File: config.mk
export PLATFORM = sky130hd
export DESIGN_NAME = triple_sensor_voter_unit
export DESIGN_NICKNAME = d
export VERILOG_FILES = /design/src/rtl/tsv_pkg.sv /design/src/rtl/tsv_div.sv /design/src/rtl/triple_sensor_voter_unit.sv
export VERILOG_INCLUDE_DIRS = /design/src /design/src/rtl
export SDC_FILE = /design/constraint.sdc
export NUM_CORES = 2
export LEC_CHECK = 0
export ABC_AREA = 0
export ABC_CLOCK_PERIOD_IN_PS = 9100
export BUFFER_PORTS_ARGS = -buffer_cell sky130_fd_sc_hd__buf_4
export CORE_MARGIN = 10
export CORE_UTILIZATION = 50
export DETAILED_ROUTE_END_ITERATION = 7
export PLACE_DENSITY = 0.65
export SLEW_MARGIN = 15
export SYNTH_ARGS = -nofsm -noshare
export SYNTH_HDL_FRONTEND = slang
export SYNTH_SLANG_ARGS = --single-unit
File: constraint.sdc
create_clock -name clk -period 9.1 [get_ports clk]
set_input_delay 0.455 -clock clk [delete_from_list [all_inputs] [get_ports clk]]
set_output_delay 0.455 -clock clk [all_outputs]
set_load 0.01 [all_outputs]
File: src/rtl/triple_sensor_voter_unit_macros.svh
// Assertion macros shared by the voter RTL.
// Depends on nothing; expects clk and rst_n in the including scope.
`ifndef TRIPLE_SENSOR_VOTER_UNIT_MACROS_SVH
`define TRIPLE_SENSOR_VOTER_UNIT_MACROS_SVH

// same-cycle implication
`define TSV_ASSERT_NOW(lbl, ante, cons) \
  lbl: assert property (@(posedge clk) disable iff (!rst_n) (ante) |-> (cons)) \
    else $error("voter check failed");

// next-cycle implication
`define TSV_ASSERT_NEXT(lbl, ante, cons) \
  lbl: assert property (@(posedge clk) disable iff (!rst_n) (ante) |=> (cons)) \
    else $error("voter check failed");

`endif

File: src/rtl/tsv_pkg.sv
// Shared constants for the triple sensor voter.
// No dependencies.
`timescale 1ns / 1ps

package tsv_pkg;

  localparam int NSENS  = 3;
  localparam int DIV_NW = 28;
  localparam int DIV_DW = 16;

  localparam logic [1:0] ST_UNCAL = 2'd0;
  localparam logic [1:0] ST_OK    = 2'd1;
  localparam logic [1:0] ST_FAIL  = 2'd2;
  localparam logic [1:0] ST_DRIFT = 2'd3;

  localparam logic REQ_SAMPLE = 1'b0;
  localparam logic REQ_CAL    = 1'b1;

  localparam logic [1:0] REG_FLOOR   = 2'd0;
  localparam logic [1:0] REG_CEILING = 2'd1;
  localparam logic [1:0] REG_DIV_ABS = 2'd2;
  localparam logic [1:0] REG_DIV_REL = 2'd3;

  localparam logic [1:0] NO_SENSOR = 2'd3;

  localparam logic [15:0] FLOOR_RST   = 16'd205;
  localparam logic [15:0] CEILING_RST = 16'd8192;
  localparam logic [15:0] DIV_ABS_RST = 16'd410;
  localparam logic [12:0] DIV_REL_RST = 13'd410;
  localparam logic [15:0] FACTOR_RST  = 16'd12186;

endpackage

File: src/rtl/tsv_div.sv
// Shared restoring divider, one quotient bit per cycle.
// Depends on tsv_pkg.
`timescale 1ns / 1ps

module tsv_div (
  input  logic                       clk,
  input  logic                       rst_n,
  input  logic                       start,
  input  logic [tsv_pkg::DIV_NW-1:0] num,
  input  logic [tsv_pkg::DIV_DW-1:0] den,
  output logic                       busy,
  output logic                       done,
  output logic [tsv_pkg::DIV_NW-1:0] quot
);

  localparam int NW  = tsv_pkg::DIV_NW;
  localparam int DW  = tsv_pkg::DIV_DW;
  localparam int CW  = $clog2(NW + 1);

  logic [NW-1:0] num_r;
  logic [DW-1:0] den_r;
  logic [DW-1:0] rem_r;
  logic [CW-1:0] cnt_r;
  logic          busy_r;
  logic          done_r;
  logic [DW:0]   rem_sh;
  logic          ge;

  assign rem_sh = {rem_r, num_r[NW-1]};
  assign ge     = rem_sh >= {1'b0, den_r};

  always_ff @(posedge clk) begin
    if (!rst_n) begin
      busy_r <= 1'b0;
      done_r <= 1'b0;
      cnt_r  <= '0;
    end else begin
      done_r <= 1'b0;
      if (start) begin
        num_r  <= num;
        den_r  <= den;
        rem_r  <= '0;
        cnt_r  <= '0;
        busy_r <= 1'b1;
      end else if (busy_r) begin
        rem_r <= ge ? DW'(rem_sh - {1'b0, den_r}) : DW'(rem_sh);
        num_r <= {num_r[NW-2:0], ge};
        cnt_r <= cnt_r + 1'b1;
        if (cnt_r == CW'(NW - 1)) begin
          busy_r <= 1'b0;
          done_r <= 1'b1;
        end
      end
    end
  end

  assign busy = busy_r;
  assign done = done_r;
  assign quot = num_r;

endmodule

File: src/rtl/triple_sensor_voter_unit.sv
// Triple oxygen sensor filter, plausibility check and voter: top level.
// Depends on tsv_pkg, tsv_div and triple_sensor_voter_unit_macros.svh.
//
//   channel | ports          | handshake
//   --------+----------------+-------------------------------
//   in      | in_*           | in_valid / in_stall
//   out     | out_*          | out_valid / out_stall
//   cfg     | psel..pready   | APB write, pready always high
//
// A sample request first updates the window; then, per sensor, a reciprocal
// multiply gives the window average and a serial division gives the pressure;
// then two divisions give the vote averages. A calibrate request takes one
// division; a failed vote ends early. All divisions run on the shared divider.
// The history memory has one valid bit per row, so reset needs no sweep.
// in_stall is high while a request is worked on; a finished result waits in
// the output register while the next request is accepted.
`timescale 1ns / 1ps
`include "triple_sensor_voter_unit_macros.svh"

module triple_sensor_voter_unit #(
  parameter int WINDOW_DEPTH = 8
) (
  input  logic        clk,
  input  logic        rst_n,
  input  logic        in_valid,
  output logic        in_stall,
  input  logic        in_req_type,
  input  logic [15:0] in_sensor_a_millivolts,
  input  logic [15:0] in_sensor_b_millivolts,
  input  logic [15:0] in_sensor_c_millivolts,
  input  logic [1:0]  in_calibrate_index,
  input  logic [15:0] in_reference_pressure,
  output logic        out_valid,
  input  logic        out_stall,
  output logic [15:0] out_voted_pressure,
  output logic [1:0]  out_voting_count,
  output logic        out_vote_valid,
  output logic        out_alarm_failed,
  output logic        out_alarm_divergent,
  output logic [1:0]  out_status_a,
  output logic [1:0]  out_status_b,
  output logic [1:0]  out_status_c,
  output logic [15:0] out_pressure_a,
  output logic [15:0] out_pressure_b,
  output logic [15:0] out_pressure_c,
  input  logic        psel,
  input  logic        penable,
  input  logic        pwrite,
  input  logic [3:0]  paddr,
  input  logic [31:0] pwdata,
  output logic [31:0] prdata,
  output logic        pready
);

  localparam int SUM_W = 16 + $clog2(WINDOW_DEPTH);
  localparam int POS_W = (WINDOW_DEPTH > 1) ? $clog2(WINDOW_DEPTH) : 1;
  localparam int NW    = tsv_pkg::DIV_NW;
  localparam int DW    = tsv_pkg::DIV_DW;
  localparam int REC_SH = SUM_W + $clog2(WINDOW_DEPTH);
  localparam int PROD_W = 2 * SUM_W + 1;
  localparam logic [SUM_W:0] REC_M = (SUM_W + 1)'(((64'd1 << REC_SH) +
                                     64'(WINDOW_DEPTH) - 64'd1) / 64'(WINDOW_DEPTH));

  typedef enum logic [3:0] {
    S_IDLE, S_UPD, S_FGO, S_PGO, S_PW, S_V1, S_A1W,
    S_EXC, S_V2, S_A2W, S_CGO, S_CW, S_FIN
  } state_t;

  state_t state_r;

  // configuration
  logic [15:0] floor_r, ceil_r, dabs_r;
  logic [12:0] drel_r;
  logic        cfg_wr;
  logic [1:0]  cfg_idx;

  assign pready  = 1'b1;
  assign cfg_idx = paddr[3:2];
  assign cfg_wr  = psel && penable && pwrite;

  always_comb begin
    case (cfg_idx)
      tsv_pkg::REG_FLOOR:   prdata = 32'(floor_r);
      tsv_pkg::REG_CEILING: prdata = 32'(ceil_r);
      tsv_pkg::REG_DIV_ABS: prdata = 32'(dabs_r);
      tsv_pkg::REG_DIV_REL: prdata = 32'(drel_r);
      default:              prdata = '0;
    endcase
  end

  always_ff @(posedge clk) begin
    if (!rst_n) begin
      floor_r <= tsv_pkg::FLOOR_RST;
      ceil_r  <= tsv_pkg::CEILING_RST;
      dabs_r  <= tsv_pkg::DIV_ABS_RST;
      drel_r  <= tsv_pkg::DIV_REL_RST;
    end else if (cfg_wr) begin
      case (cfg_idx)
        tsv_pkg::REG_FLOOR:   floor_r <= pwdata[15:0];
        tsv_pkg::REG_CEILING: ceil_r  <= pwdata[15:0];
        tsv_pkg::REG_DIV_ABS: dabs_r  <= pwdata[15:0];
        tsv_pkg::REG_DIV_REL: drel_r  <= pwdata[12:0];
        default: ;
      endcase
    end
  end

  // sample history memory, one row of three readings per window slot
  logic [47:0]      hist_mem [WINDOW_DEPTH];
  logic [47:0]      hist_rd_r;
  logic             hist_vld_r [WINDOW_DEPTH];
  logic [POS_W-1:0] pos_r;
  logic             hist_we;
  logic [47:0]      hist_wd;

  always_ff @(posedge clk) begin
    hist_rd_r <= hist_mem[pos_r];
    if (hist_we) hist_mem[pos_r] <= hist_wd;
  end

  // per-sensor state
  logic [SUM_W-1:0] sum_r  [3];
  logic [15:0]      filt_r [3];
  logic [15:0]      fac_r  [3];
  logic [15:0]      pres_r [3];
  logic [1:0]       stat_r [3];
  logic             vote_r [3];

  logic [15:0] mv_r [3];
  logic [15:0] ref_r;
  logic [1:0]  idx_r;
  logic [15:0] avg_r;
  logic [15:0] last_vote_r;
  logic [1:0]  last_cnt_r;
  logic        fail_r, divg_r, item_ok_r;

  // divider
  logic          div_start, div_busy, div_done;
  logic [NW-1:0] div_num, div_q;
  logic [DW-1:0] div_den;
  logic [15:0]   div_sat;

  tsv_div u_div (
    .clk   (clk),
    .rst_n (rst_n),
    .start (div_start),
    .num   (div_num),
    .den   (div_den),
    .busy  (div_busy),
    .done  (div_done),
    .quot  (div_q)
  );

  assign div_sat = (div_q[NW-1:16] != '0) ? 16'hFFFF : div_q[15:0];

  // window average by reciprocal multiply, exact for every window sum
  logic [PROD_W-1:0] filt_prod;
  assign filt_prod = PROD_W'(sum_r[idx_r]) * PROD_W'(REC_M);

  // voter sums
  logic [1:0]  vcnt;
  logic [17:0] vsum;
  assign vcnt = 2'(vote_r[0]) + 2'(vote_r[1]) + 2'(vote_r[2]);
  assign vsum = (vote_r[0] ? 18'(pres_r[0]) : 18'd0) + (vote_r[1] ? 18'(pres_r[1]) : 18'd0)
              + (vote_r[2] ? 18'(pres_r[2]) : 18'd0);

  always_comb begin
    div_start = 1'b0;
    div_num   = '0;
    div_den   = '0;
    case (state_r)
      S_PGO: begin
        div_start = 1'b1;
        div_num   = {filt_r[idx_r], 12'd0};
        div_den   = fac_r[idx_r];
      end
      S_V1, S_V2: begin
        div_start = (vcnt >= 2'd2);
        div_num   = NW'(vsum);
        div_den   = DW'(vcnt);
      end
      S_CGO: begin
        div_start = 1'b1;
        div_num   = {filt_r[idx_r], 12'd0};
        div_den   = ref_r;
      end
      default: ;
    endcase
  end

  // deviation test for the current sensor
  logic [15:0] dev;
  logic [28:0] rel_rhs;
  logic        excl;
  assign dev     = (pres_r[idx_r] > avg_r) ? pres_r[idx_r] - avg_r : avg_r - pres_r[idx_r];
  assign rel_rhs = 29'(avg_r) * 29'(drel_r);
  assign excl    = (dev > dabs_r) || ({1'b0, dev, 12'd0} > rel_rhs);

  // window update
  logic             row_vld;
  logic [15:0]      old_mv [3];
  logic [SUM_W-1:0] sum_new [3];
  assign row_vld = hist_vld_r[pos_r];
  always_comb begin
    for (int i = 0; i < 3; i++) begin
      old_mv[i]  = row_vld ? hist_rd_r[16*i +: 16] : 16'd0;
      sum_new[i] = sum_r[i] - SUM_W'(old_mv[i]) + SUM_W'(mv_r[i]);
    end
  end
  assign hist_we = (state_r == S_UPD);
  assign hist_wd = {mv_r[2], mv_r[1], mv_r[0]};

  logic in_acc, out_free;
  assign in_stall = (state_r != S_IDLE);
  assign in_acc   = in_valid && !in_stall;
  assign out_free = !out_valid || !out_stall;

  always_ff @(posedge clk) begin
    if (!rst_n) begin
      state_r   <= S_IDLE;
      pos_r     <= '0;
      idx_r     <= '0;
      fail_r    <= 1'b0;
      divg_r    <= 1'b0;
      item_ok_r <= 1'b0;
      last_vote_r <= '0;
      last_cnt_r  <= '0;
      out_valid   <= 1'b0;
      for (int i = 0; i < WINDOW_DEPTH; i++) hist_vld_r[i] <= 1'b0;
      for (int i = 0; i < 3; i++) begin
        sum_r[i]  <= '0;
        filt_r[i] <= '0;
        fac_r[i]  <= tsv_pkg::FACTOR_RST;
        pres_r[i] <= '0;
        stat_r[i] <= tsv_pkg::ST_UNCAL;
        vote_r[i] <= 1'b0;
      end
    end else begin
      if (out_valid && !out_stall && state_r != S_FIN) out_valid <= 1'b0;
      case (state_r)
        S_IDLE: begin
          if (in_acc) begin
            item_ok_r <= 1'b0;
            mv_r[0]   <= in_sensor_a_millivolts;
            mv_r[1]   <= in_sensor_b_millivolts;
            mv_r[2]   <= in_sensor_c_millivolts;
            ref_r     <= in_reference_pressure;
            if (in_req_type == tsv_pkg::REQ_SAMPLE) begin
              state_r <= S_UPD;
            end else begin
              idx_r <= in_calibrate_index;
              if (in_calibrate_index != tsv_pkg::NO_SENSOR &&
                  filt_r[in_calibrate_index] != 16'd0 && in_reference_pressure != 16'd0)
                state_r <= S_CGO;
              else
                state_r <= S_FIN;
            end
          end
        end
        S_UPD: begin
          for (int i = 0; i < 3; i++) sum_r[i] <= sum_new[i];
          hist_vld_r[pos_r] <= 1'b1;
          pos_r   <= (pos_r == POS_W'(WINDOW_DEPTH - 1)) ? '0 : pos_r + 1'b1;
          idx_r   <= '0;
          state_r <= S_FGO;
        end
        S_FGO: begin
          filt_r[idx_r] <= filt_prod[REC_SH +: 16];
          state_r       <= S_PGO;
        end
        S_PGO: state_r <= S_PW;
        S_PW: begin
          if (div_done) begin
            pres_r[idx_r] <= div_sat;
            if (div_sat < floor_r || div_sat > ceil_r) begin
              stat_r[idx_r] <= tsv_pkg::ST_FAIL;
              vote_r[idx_r] <= 1'b0;
            end else if (stat_r[idx_r] != tsv_pkg::ST_FAIL) begin
              stat_r[idx_r] <= tsv_pkg::ST_OK;
              vote_r[idx_r] <= 1'b1;
            end
            if (idx_r == 2'd2) begin
              state_r <= S_V1;
            end else begin
              idx_r   <= idx_r + 1'b1;
              state_r <= S_FGO;
            end
          end
        end
        S_V1: begin
          if (vcnt < 2'd2) begin
            fail_r  <= 1'b1;
            state_r <= S_FIN;
          end else begin
            state_r <= S_A1W;
          end
        end
        S_A1W: begin
          if (div_done) begin
            avg_r   <= div_q[15:0];
            idx_r   <= '0;
            state_r <= S_EXC;
          end
        end
        S_EXC: begin
          if (vote_r[idx_r] && excl) begin
            vote_r[idx_r] <= 1'b0;
            stat_r[idx_r] <= tsv_pkg::ST_DRIFT;
          end
          if (idx_r == 2'd2) state_r <= S_V2;
          else idx_r <= idx_r + 1'b1;
        end
        S_V2: begin
          if (vcnt < 2'd2) begin
            fail_r  <= 1'b1;
            state_r <= S_FIN;
          end else begin
            last_cnt_r <= vcnt;
            state_r    <= S_A2W;
          end
        end
        S_A2W: begin
          if (div_done) begin
            last_vote_r <= div_q[15:0];
            divg_r      <= (last_cnt_r != 2'd3);
            item_ok_r   <= 1'b1;
            state_r     <= S_FIN;
          end
        end
        S_CGO: state_r <= S_CW;
        S_CW: begin
          if (div_done) begin
            fac_r[idx_r]  <= (div_sat == 16'd0) ? 16'd1 : div_sat;
            stat_r[idx_r] <= tsv_pkg::ST_OK;
            vote_r[idx_r] <= 1'b1;
            state_r       <= S_FIN;
          end
        end
        S_FIN: begin
          if (out_free) begin
            out_valid           <= 1'b1;
            out_voted_pressure  <= last_vote_r;
            out_voting_count    <= last_cnt_r;
            out_vote_valid      <= item_ok_r;
            out_alarm_failed    <= fail_r;
            out_alarm_divergent <= divg_r;
            out_status_a        <= stat_r[0];
            out_status_b        <= stat_r[1];
            out_status_c        <= stat_r[2];
            out_pressure_a      <= pres_r[0];
            out_pressure_b      <= pres_r[1];
            out_pressure_c      <= pres_r[2];
            state_r             <= S_IDLE;
          end
        end
        default: state_r <= S_IDLE;
      endcase
    end
  end

  `TSV_ASSERT_NEXT(a_accept_busy, in_acc, state_r != S_IDLE)
  `TSV_ASSERT_NOW(a_div_idle_start, div_start, !div_busy)
  `TSV_ASSERT_NOW(a_vote_count, out_valid && out_vote_valid, out_voting_count >= 2'd2)
  `TSV_ASSERT_NOW(a_divergent, out_valid && out_vote_valid,
                  out_alarm_divergent == (out_voting_count != 2'd3))

endmodule

Word-level counts from Yosys, hierarchy flattened
Memory sizes are Yosys's and may differ from the RTL's. A register that Yosys moved wholly into a read port is not among the register bits.
Index checks and enable logic that the tools add are counted.
{"block": "word_totals", "regBits": 260, "output_inout_bits": 110, "mem_count": 9, "in_bits": 110, "wordCells": 276, "ramBits": 650}
{"name": "hist_mem", "depth": 8, "width": 48, "rd": 1, "rd_clocked_by_memory_dff": 1, "wr": 1, "line": "triple_sensor_voter_unit.sv:109", "text": "logic [47:0] hist_mem [WINDOW_DEPTH];"}
{"name": "sum_r", "depth": 3, "width": 19, "rd": 4, "rd_clocked_by_memory_dff": 1, "wr": 3, "line": "triple_sensor_voter_unit.sv:122", "text": "logic [SUM_W-1:0] sum_r [3];"}
{"name": "fac_r", "depth": 3, "width": 16, "rd": 1, "rd_clocked_by_memory_dff": 1, "wr": 3, "line": "triple_sensor_voter_unit.sv:124", "text": "logic [15:0] fac_r [3];"}
{"name": "filt_r", "depth": 3, "width": 16, "rd": 2, "rd_clocked_by_memory_dff": 1, "wr": 3, "line": "triple_sensor_voter_unit.sv:123", "text": "logic [15:0] filt_r [3];"}
{"name": "mv_r", "depth": 3, "width": 16, "rd": 3, "rd_clocked_by_memory_dff": 0, "wr": 3, "line": "triple_sensor_voter_unit.sv:129", "text": "logic [15:0] mv_r [3];"}
{"name": "pres_r", "depth": 3, "width": 16, "rd": 4, "rd_clocked_by_memory_dff": 1, "wr": 3, "line": "triple_sensor_voter_unit.sv:125", "text": "logic [15:0] pres_r [3];"}
{"name": "3 more memories"}
{"block": "op_classes", "n_addsub": 16, "n_reduce_logical": 50, "n_mul": 1, "n_bitwise": 12, "eq_ne": 30, "n_lt_le_gt_ge": 8, "n_mux": 121}
{"cell": "$mux W16", "count": 14}
{"cell": "$pmux W32 S4", "count": 1}
{"cell": "$add A19 B16 Y19", "count": 3}
{"cell": "$mux W19", "count": 3}
{"cell": "$sub A19 B16 Y19", "count": 3}
{"cell": "$mux W28", "count": 2}
{"cell": "$pmux W28 S2", "count": 1}
{"cell": "$mux W1", "count": 54}
{"cell": "$mux W2", "count": 26}
{"cell": "$gt A16 B16 Y1", "count": 3}
{"cell": "$pmux W16 S3", "count": 1}
{"cell": "$pmux W4 S12", "count": 1}
{"cell": "$reduce_or A16 Y1", "count": 3}
{"cell": "$sub A16 B16 Y16", "count": 3}
{"cell": "$mux W4", "count": 8}
{"cell": "$reduce_bool A16 Y1", "count": 2}
{"cell": "$gt A28 B29 Y1", "count": 1}
{"cell": "$mul A16 B13 Y29", "count": 1}
{"cell": "$mux W3", "count": 7}
{"cell": "$eq A4 B4 Y1 const B", "count": 5}
{"cell": "$add A17 B16 Y18", "count": 1}
{"cell": "$reduce_and A2 Y1", "count": 9}
{"cell": "$add A16 B16 Y17", "count": 1}
{"cell": "$ge A17 B16 Y1", "count": 1}
{"cell": "other kinds (38)", "count": 84}

Depth between registers and ports, before layout
{"block": "depth", "word_depth": 14, "depth_mapped": 32, "ltp_nobuf": 29}

Modules after synthesis
From an unflattened synthesis, not the netlist that was laid out.
{"block": "hier_totals", "cells_unflattened": 4570, "area_unflattened_um2": 53876.7}
{"mod": "triple_sensor_voter_unit", "instances": 1, "seq_area_each_um2": 27055.9, "cells_each": 4287, "area_each_um2": 50362.1}
{"mod": "tsv_div", "instances": 1, "seq_area_each_um2": 1941.9, "cells_each": 283, "area_each_um2": 3514.6}

Worst setup path after synthesis
Ideal clock, no wire load.
{"block": "synth_timing", "kind": "reg-to-reg", "start": "reg drel_r[6]", "end": "mem stat_r[3][0] (enable)", "synth_period_minus_slack_ns": 7.527, "setup_time_ns": 0.286, "path_slack_ns": 1.573, "arrival_time_ns": 7.241, "t_required_ns": 8.814, "path_stages_with_launch": 31, "n_path_buf": 3, "path_cell_list": "dfxtp_1 > clkbuf_1 > clkbuf_1 > nand2_1 > fa_1 > fa_1 > inv_1 > fa_1 > fa_1 > inv_1 > fa_1 > inv_1 > ha_1 > a21o_1 > a21oi_1 > o21bai_1 > nor3_1 > a2111oi_0 > o21ai_1 > or4b_1 > o311a_1 > ha_1 > nand4_1 > nor2_1 > nand4_1 > or4_1 > nor3_1 > a211o_1 > a211o_1 > buf_6 > a31oi_1"}
{"element": "start: declaration", "line": "triple_sensor_voter_unit.sv:73", "text": "logic [12:0] drel_r;"}
{"element": "start signal: assignment", "line": "triple_sensor_voter_unit.sv:96", "text": "drel_r <= tsv_pkg::DIV_REL_RST;"}
{"element": "start signal: assignment", "line": "triple_sensor_voter_unit.sv:102", "text": "tsv_pkg::REG_DIV_REL: drel_r <= pwdata[12:0];"}
{"element": "end: declaration", "line": "triple_sensor_voter_unit.sv:126", "text": "logic [1:0] stat_r [3];"}

==> flow_metrics.py <==
metrics = {
    "cts": {
        "htree_levels": 3,
        "clk_root_buffer_cell": "clkbuf_16",
        "insertion_delay_ps": 710,
        "cts_tree": "done",
        "clkSlewWorstSetupHoldPaths_ps": 70,
        "clockBufferDepth": 3,
        "post_cts_buffers": 0,
        "tritoncts.num_buffers": 103,
        "cts.sinks": 1020,
        "post_cts_resized": 0,
    },
    "timing": {
        "finalCriticalPeriod_ps": 8610,
        "fin_tns_setup_ps": 0,
        "hold_viol": 0,
        "holdWs_ps": 34.3,
        "slew_viol_final": 0,
        "finClkSkew_ps": 29.4,
        "worstMarginPinSlew_ps": 1020,
        "rsz0062_at_grt": "no",
        "relSlewSlack_pct": 31.8,
        "fin_crit_sh_pct": 94.6,
        "setup_viol": 0,
        "fmax_mhz": 116,
    },
    "routing": {
        "drt-initial-drc-count": 3271,
        "vias_per_cell": 5.77,
        "drc": 0,
        "wire_per_inst_um": 22.7,
        "vias": 36900,
        "wirelength_um": 145000,
        "ant_nets": 0,
        "firstDrtPassIters": 5,
    },
    "critical_path": {
        "cp_slowest_cell": "edfxtp_1",
        "cp-start-kind": "flop",
        "crit_fanout": 15,
        "r2r_setup_slack_ps": 490,
        "cp_slowest_stage_delay_ps": 810,
        "critical-path-top-delay-family": "adder cells",
        "cp_data_required_time_ps": 9510,
        "crit_buf_inv": 8,
        "timing.critical_path.mode_cell": "fa_1",
        "arrival_ps": 9010,
        "critPathKind": "flop to flop",
        "end_kind": "flop",
    },
    "die": {
        "core-area_sq_um": 108000,
        "io_pins": 220,
        "die-width_um": 350,
        "initial_utilization_pct": 50.5,
        "die_area_sq_um": 122000,
        "row_count": 120,
        "chipHeight_um": 350,
    },
    "yosys": {
        "synth.area.top_cells": "edfxtp_1 47%, fa_1 8.2%, ha_1 6.1%",
        "synth_area_sq_um": 54300,
        "syn_inst": 4670,
        "ys_types": 90,
        "synth.top_cells.by_count": "857 x edfxtp_1, 625 x inv_1, 466 x nand2_1",
        "ys_ff_latch": 1020,
        "ys.flop_type": "edfxtp_1",
        "synth_area_leader_cell": "edfxtp_1",
        "netlist.area_leader.share_pct": 47.4,
        "synth-edff-count": 857,
        "yosysMostFrequentCell": "edfxtp_1",
        "async_flop_share_pct": 0,
        "ys_seq_area_share_pct": 53.4,
        "syn_avg_cell_area_sq_um": 11.6,
        "yosysWarnings": 0,
    },
    "global_route": {
        "first_global_vias": 36700,
        "grt_pass1_wl_um": 222000,
        "track_usage_pct": 23.5,
        "grt_antenna_before_repair": 2,
        "grt_start_max_net_pins": 76,
        "overflow": 0,
    },
    "power_and_ir_drop": {
        "p_int_uw": 10200,
        "comb_power_share_pct": 32.1,
        "leakage_uw": 0.0242,
        "power_density_nw_per_um2": 250,
        "p_switching_uw": 5180,
        "peakVddDrop_v": 0.000213,
        "power_frac_seq_pct": 39.4,
        "swShare_pct": 33.7,
        "p_clk_share_pct": 28.5,
    },
    "finish": {
        "area_growth_pct": 13.4,
        "layout-drive-gt1-share_pct": 11.3,
        "fin_nets": 5507,
        "fin_cells": 6405,
    },
    "run_status": {
        "status": "complete, no violations",
    },
    "placed_design": {
        "globalplace.congestion": 0.909,
        "portBuffers": 184,
        "dp.cells": 6142,
        "place_hpwl_um": 100000,
    },
    "flow_run": {
        "cap_violations": 0,
    },
    "hold_path": {
        "hp-class": "input port to flop",
    },
}
-- cell usage in the layout (no fill, tap or decap), types with 29 or more instances in the layout --
master and n:
ha_1 263, nor2b_1 72, dlygate4sd3_1 67, buf_4 276
and2_1 119, nand3_1 84, clkbuf_16 104, a21oi_1 194
nand4_1 77, edfxtp_1 857, o211ai_1 29, dfxtp_1 161
nand2_1 465, mux2i_1 40, a21o_1 55, o21ai_0 88
mux4_2 63, xnor2_1 37, nor2_1 324, a22oi_1 196
xor2_1 47, nor3_1 53, fa_1 223, a211oi_1 30
inv_1 624
-- metal layers --
metal  track usage [%]  routed length, um  vias to the layer above
met2              39.8              70800                     1428
met5                 0                 11                        -
met4              9.16               5880                        2
met3              3.06               9700                      290
li1                  -                  -                    16900
met1              30.7              59000                    18300
-- registers in the layout, summed over array words and instances (netlist names), 28 cells and up, named ones only --
register and count:
sum_r 57, u_div.quot 28, mv_r 48, hist_mem 384, hist_rd_r 48, fac_r 64
pres_r 64, filt_r 64
-- worst reg2reg max path: cells and delay by family, from the launching register on --
family	cells	cell delay (ps)
simple gates	7	1340
compound gates	9	1760
xor+xnor	1	150
buf+inv	8	990
fa+ha+maj	7	3260
flops	1	810
-- power groups by stage --
stage          sequential, uW  combinational (uW)  clock (uW)
4_1_cts                  6050                4910        4440
6_report                 6050                4930        4380
2_1_floorplan            5910                3650           0
3_3_place_gp             6140                4770           0
3_5_place_dp             6150                4850           0
5_1_grt                  6100                5500        4610
-- area by class of cell --
class	instances	area, sq um
Antenna cell	1	2.50
Sequential cell	1020	29000
Fill cell	8845	45900
Tap cell	1403	1760
Clock inverter	67	728
Multi-Input combinational cell	2816	22200
Timing Repair Buffer	344	2760
Inverter	626	2350
Clock buffer	128	2780
-- cells by family (layout without fill, tap and decap cells) --
logic type / after synthesis / in the layout / synth area share [%]
DFF: 1020 / 1020 / 53.4
AOI/OAI and AO/OA: 783 / 783 / 9.79
and+or+nand+nor: 1338 / 1338 / 11.6
buffers and inverters: 849 / 1165 / 6.07
adders and majority gates: 486 / 486 / 14.3
muxes: 108 / 108 / 3.48
other: 2 / 18 / 0.0138
xor gates and xnor gates: 84 / 84 / 1.36
-- worst paths after layout --
check,startpoint,cells after the start,end
worst max-delay path,avg_r[8],32,vote_r[3]
worst min-delay path,pwdata[4],3,dabs_r[4]
worst max register to register,avg_r[8],32,vote_r[3]
worst min register to register,last_vote_r[0],0,out_voted_pressure[0]
-- what timing repair did --
item,in CTS,in global routing
endpoints found under the hold margin,67,0
hold buffers,67,0
setup endpoints to repair,0,0
-- metrics by stage --
stage / utilization, % / instance area, sq um / setup slack [ps] / total power, uW
6_report: 57.3 / 61600 / 492 / 15400
5_1_grt: 57.3 / 61600 / 40.8 / 16200
3_5_place_dp: 53.4 / 57400 / 592 / 11000
4_1_cts: 57.3 / 61600 / 537 / 15400
2_1_floorplan: - / 54300 / 1570 / 9560
3_3_place_gp: 53.4 / 57400 / 706 / 10900
(Power assumes the default switching activity.)
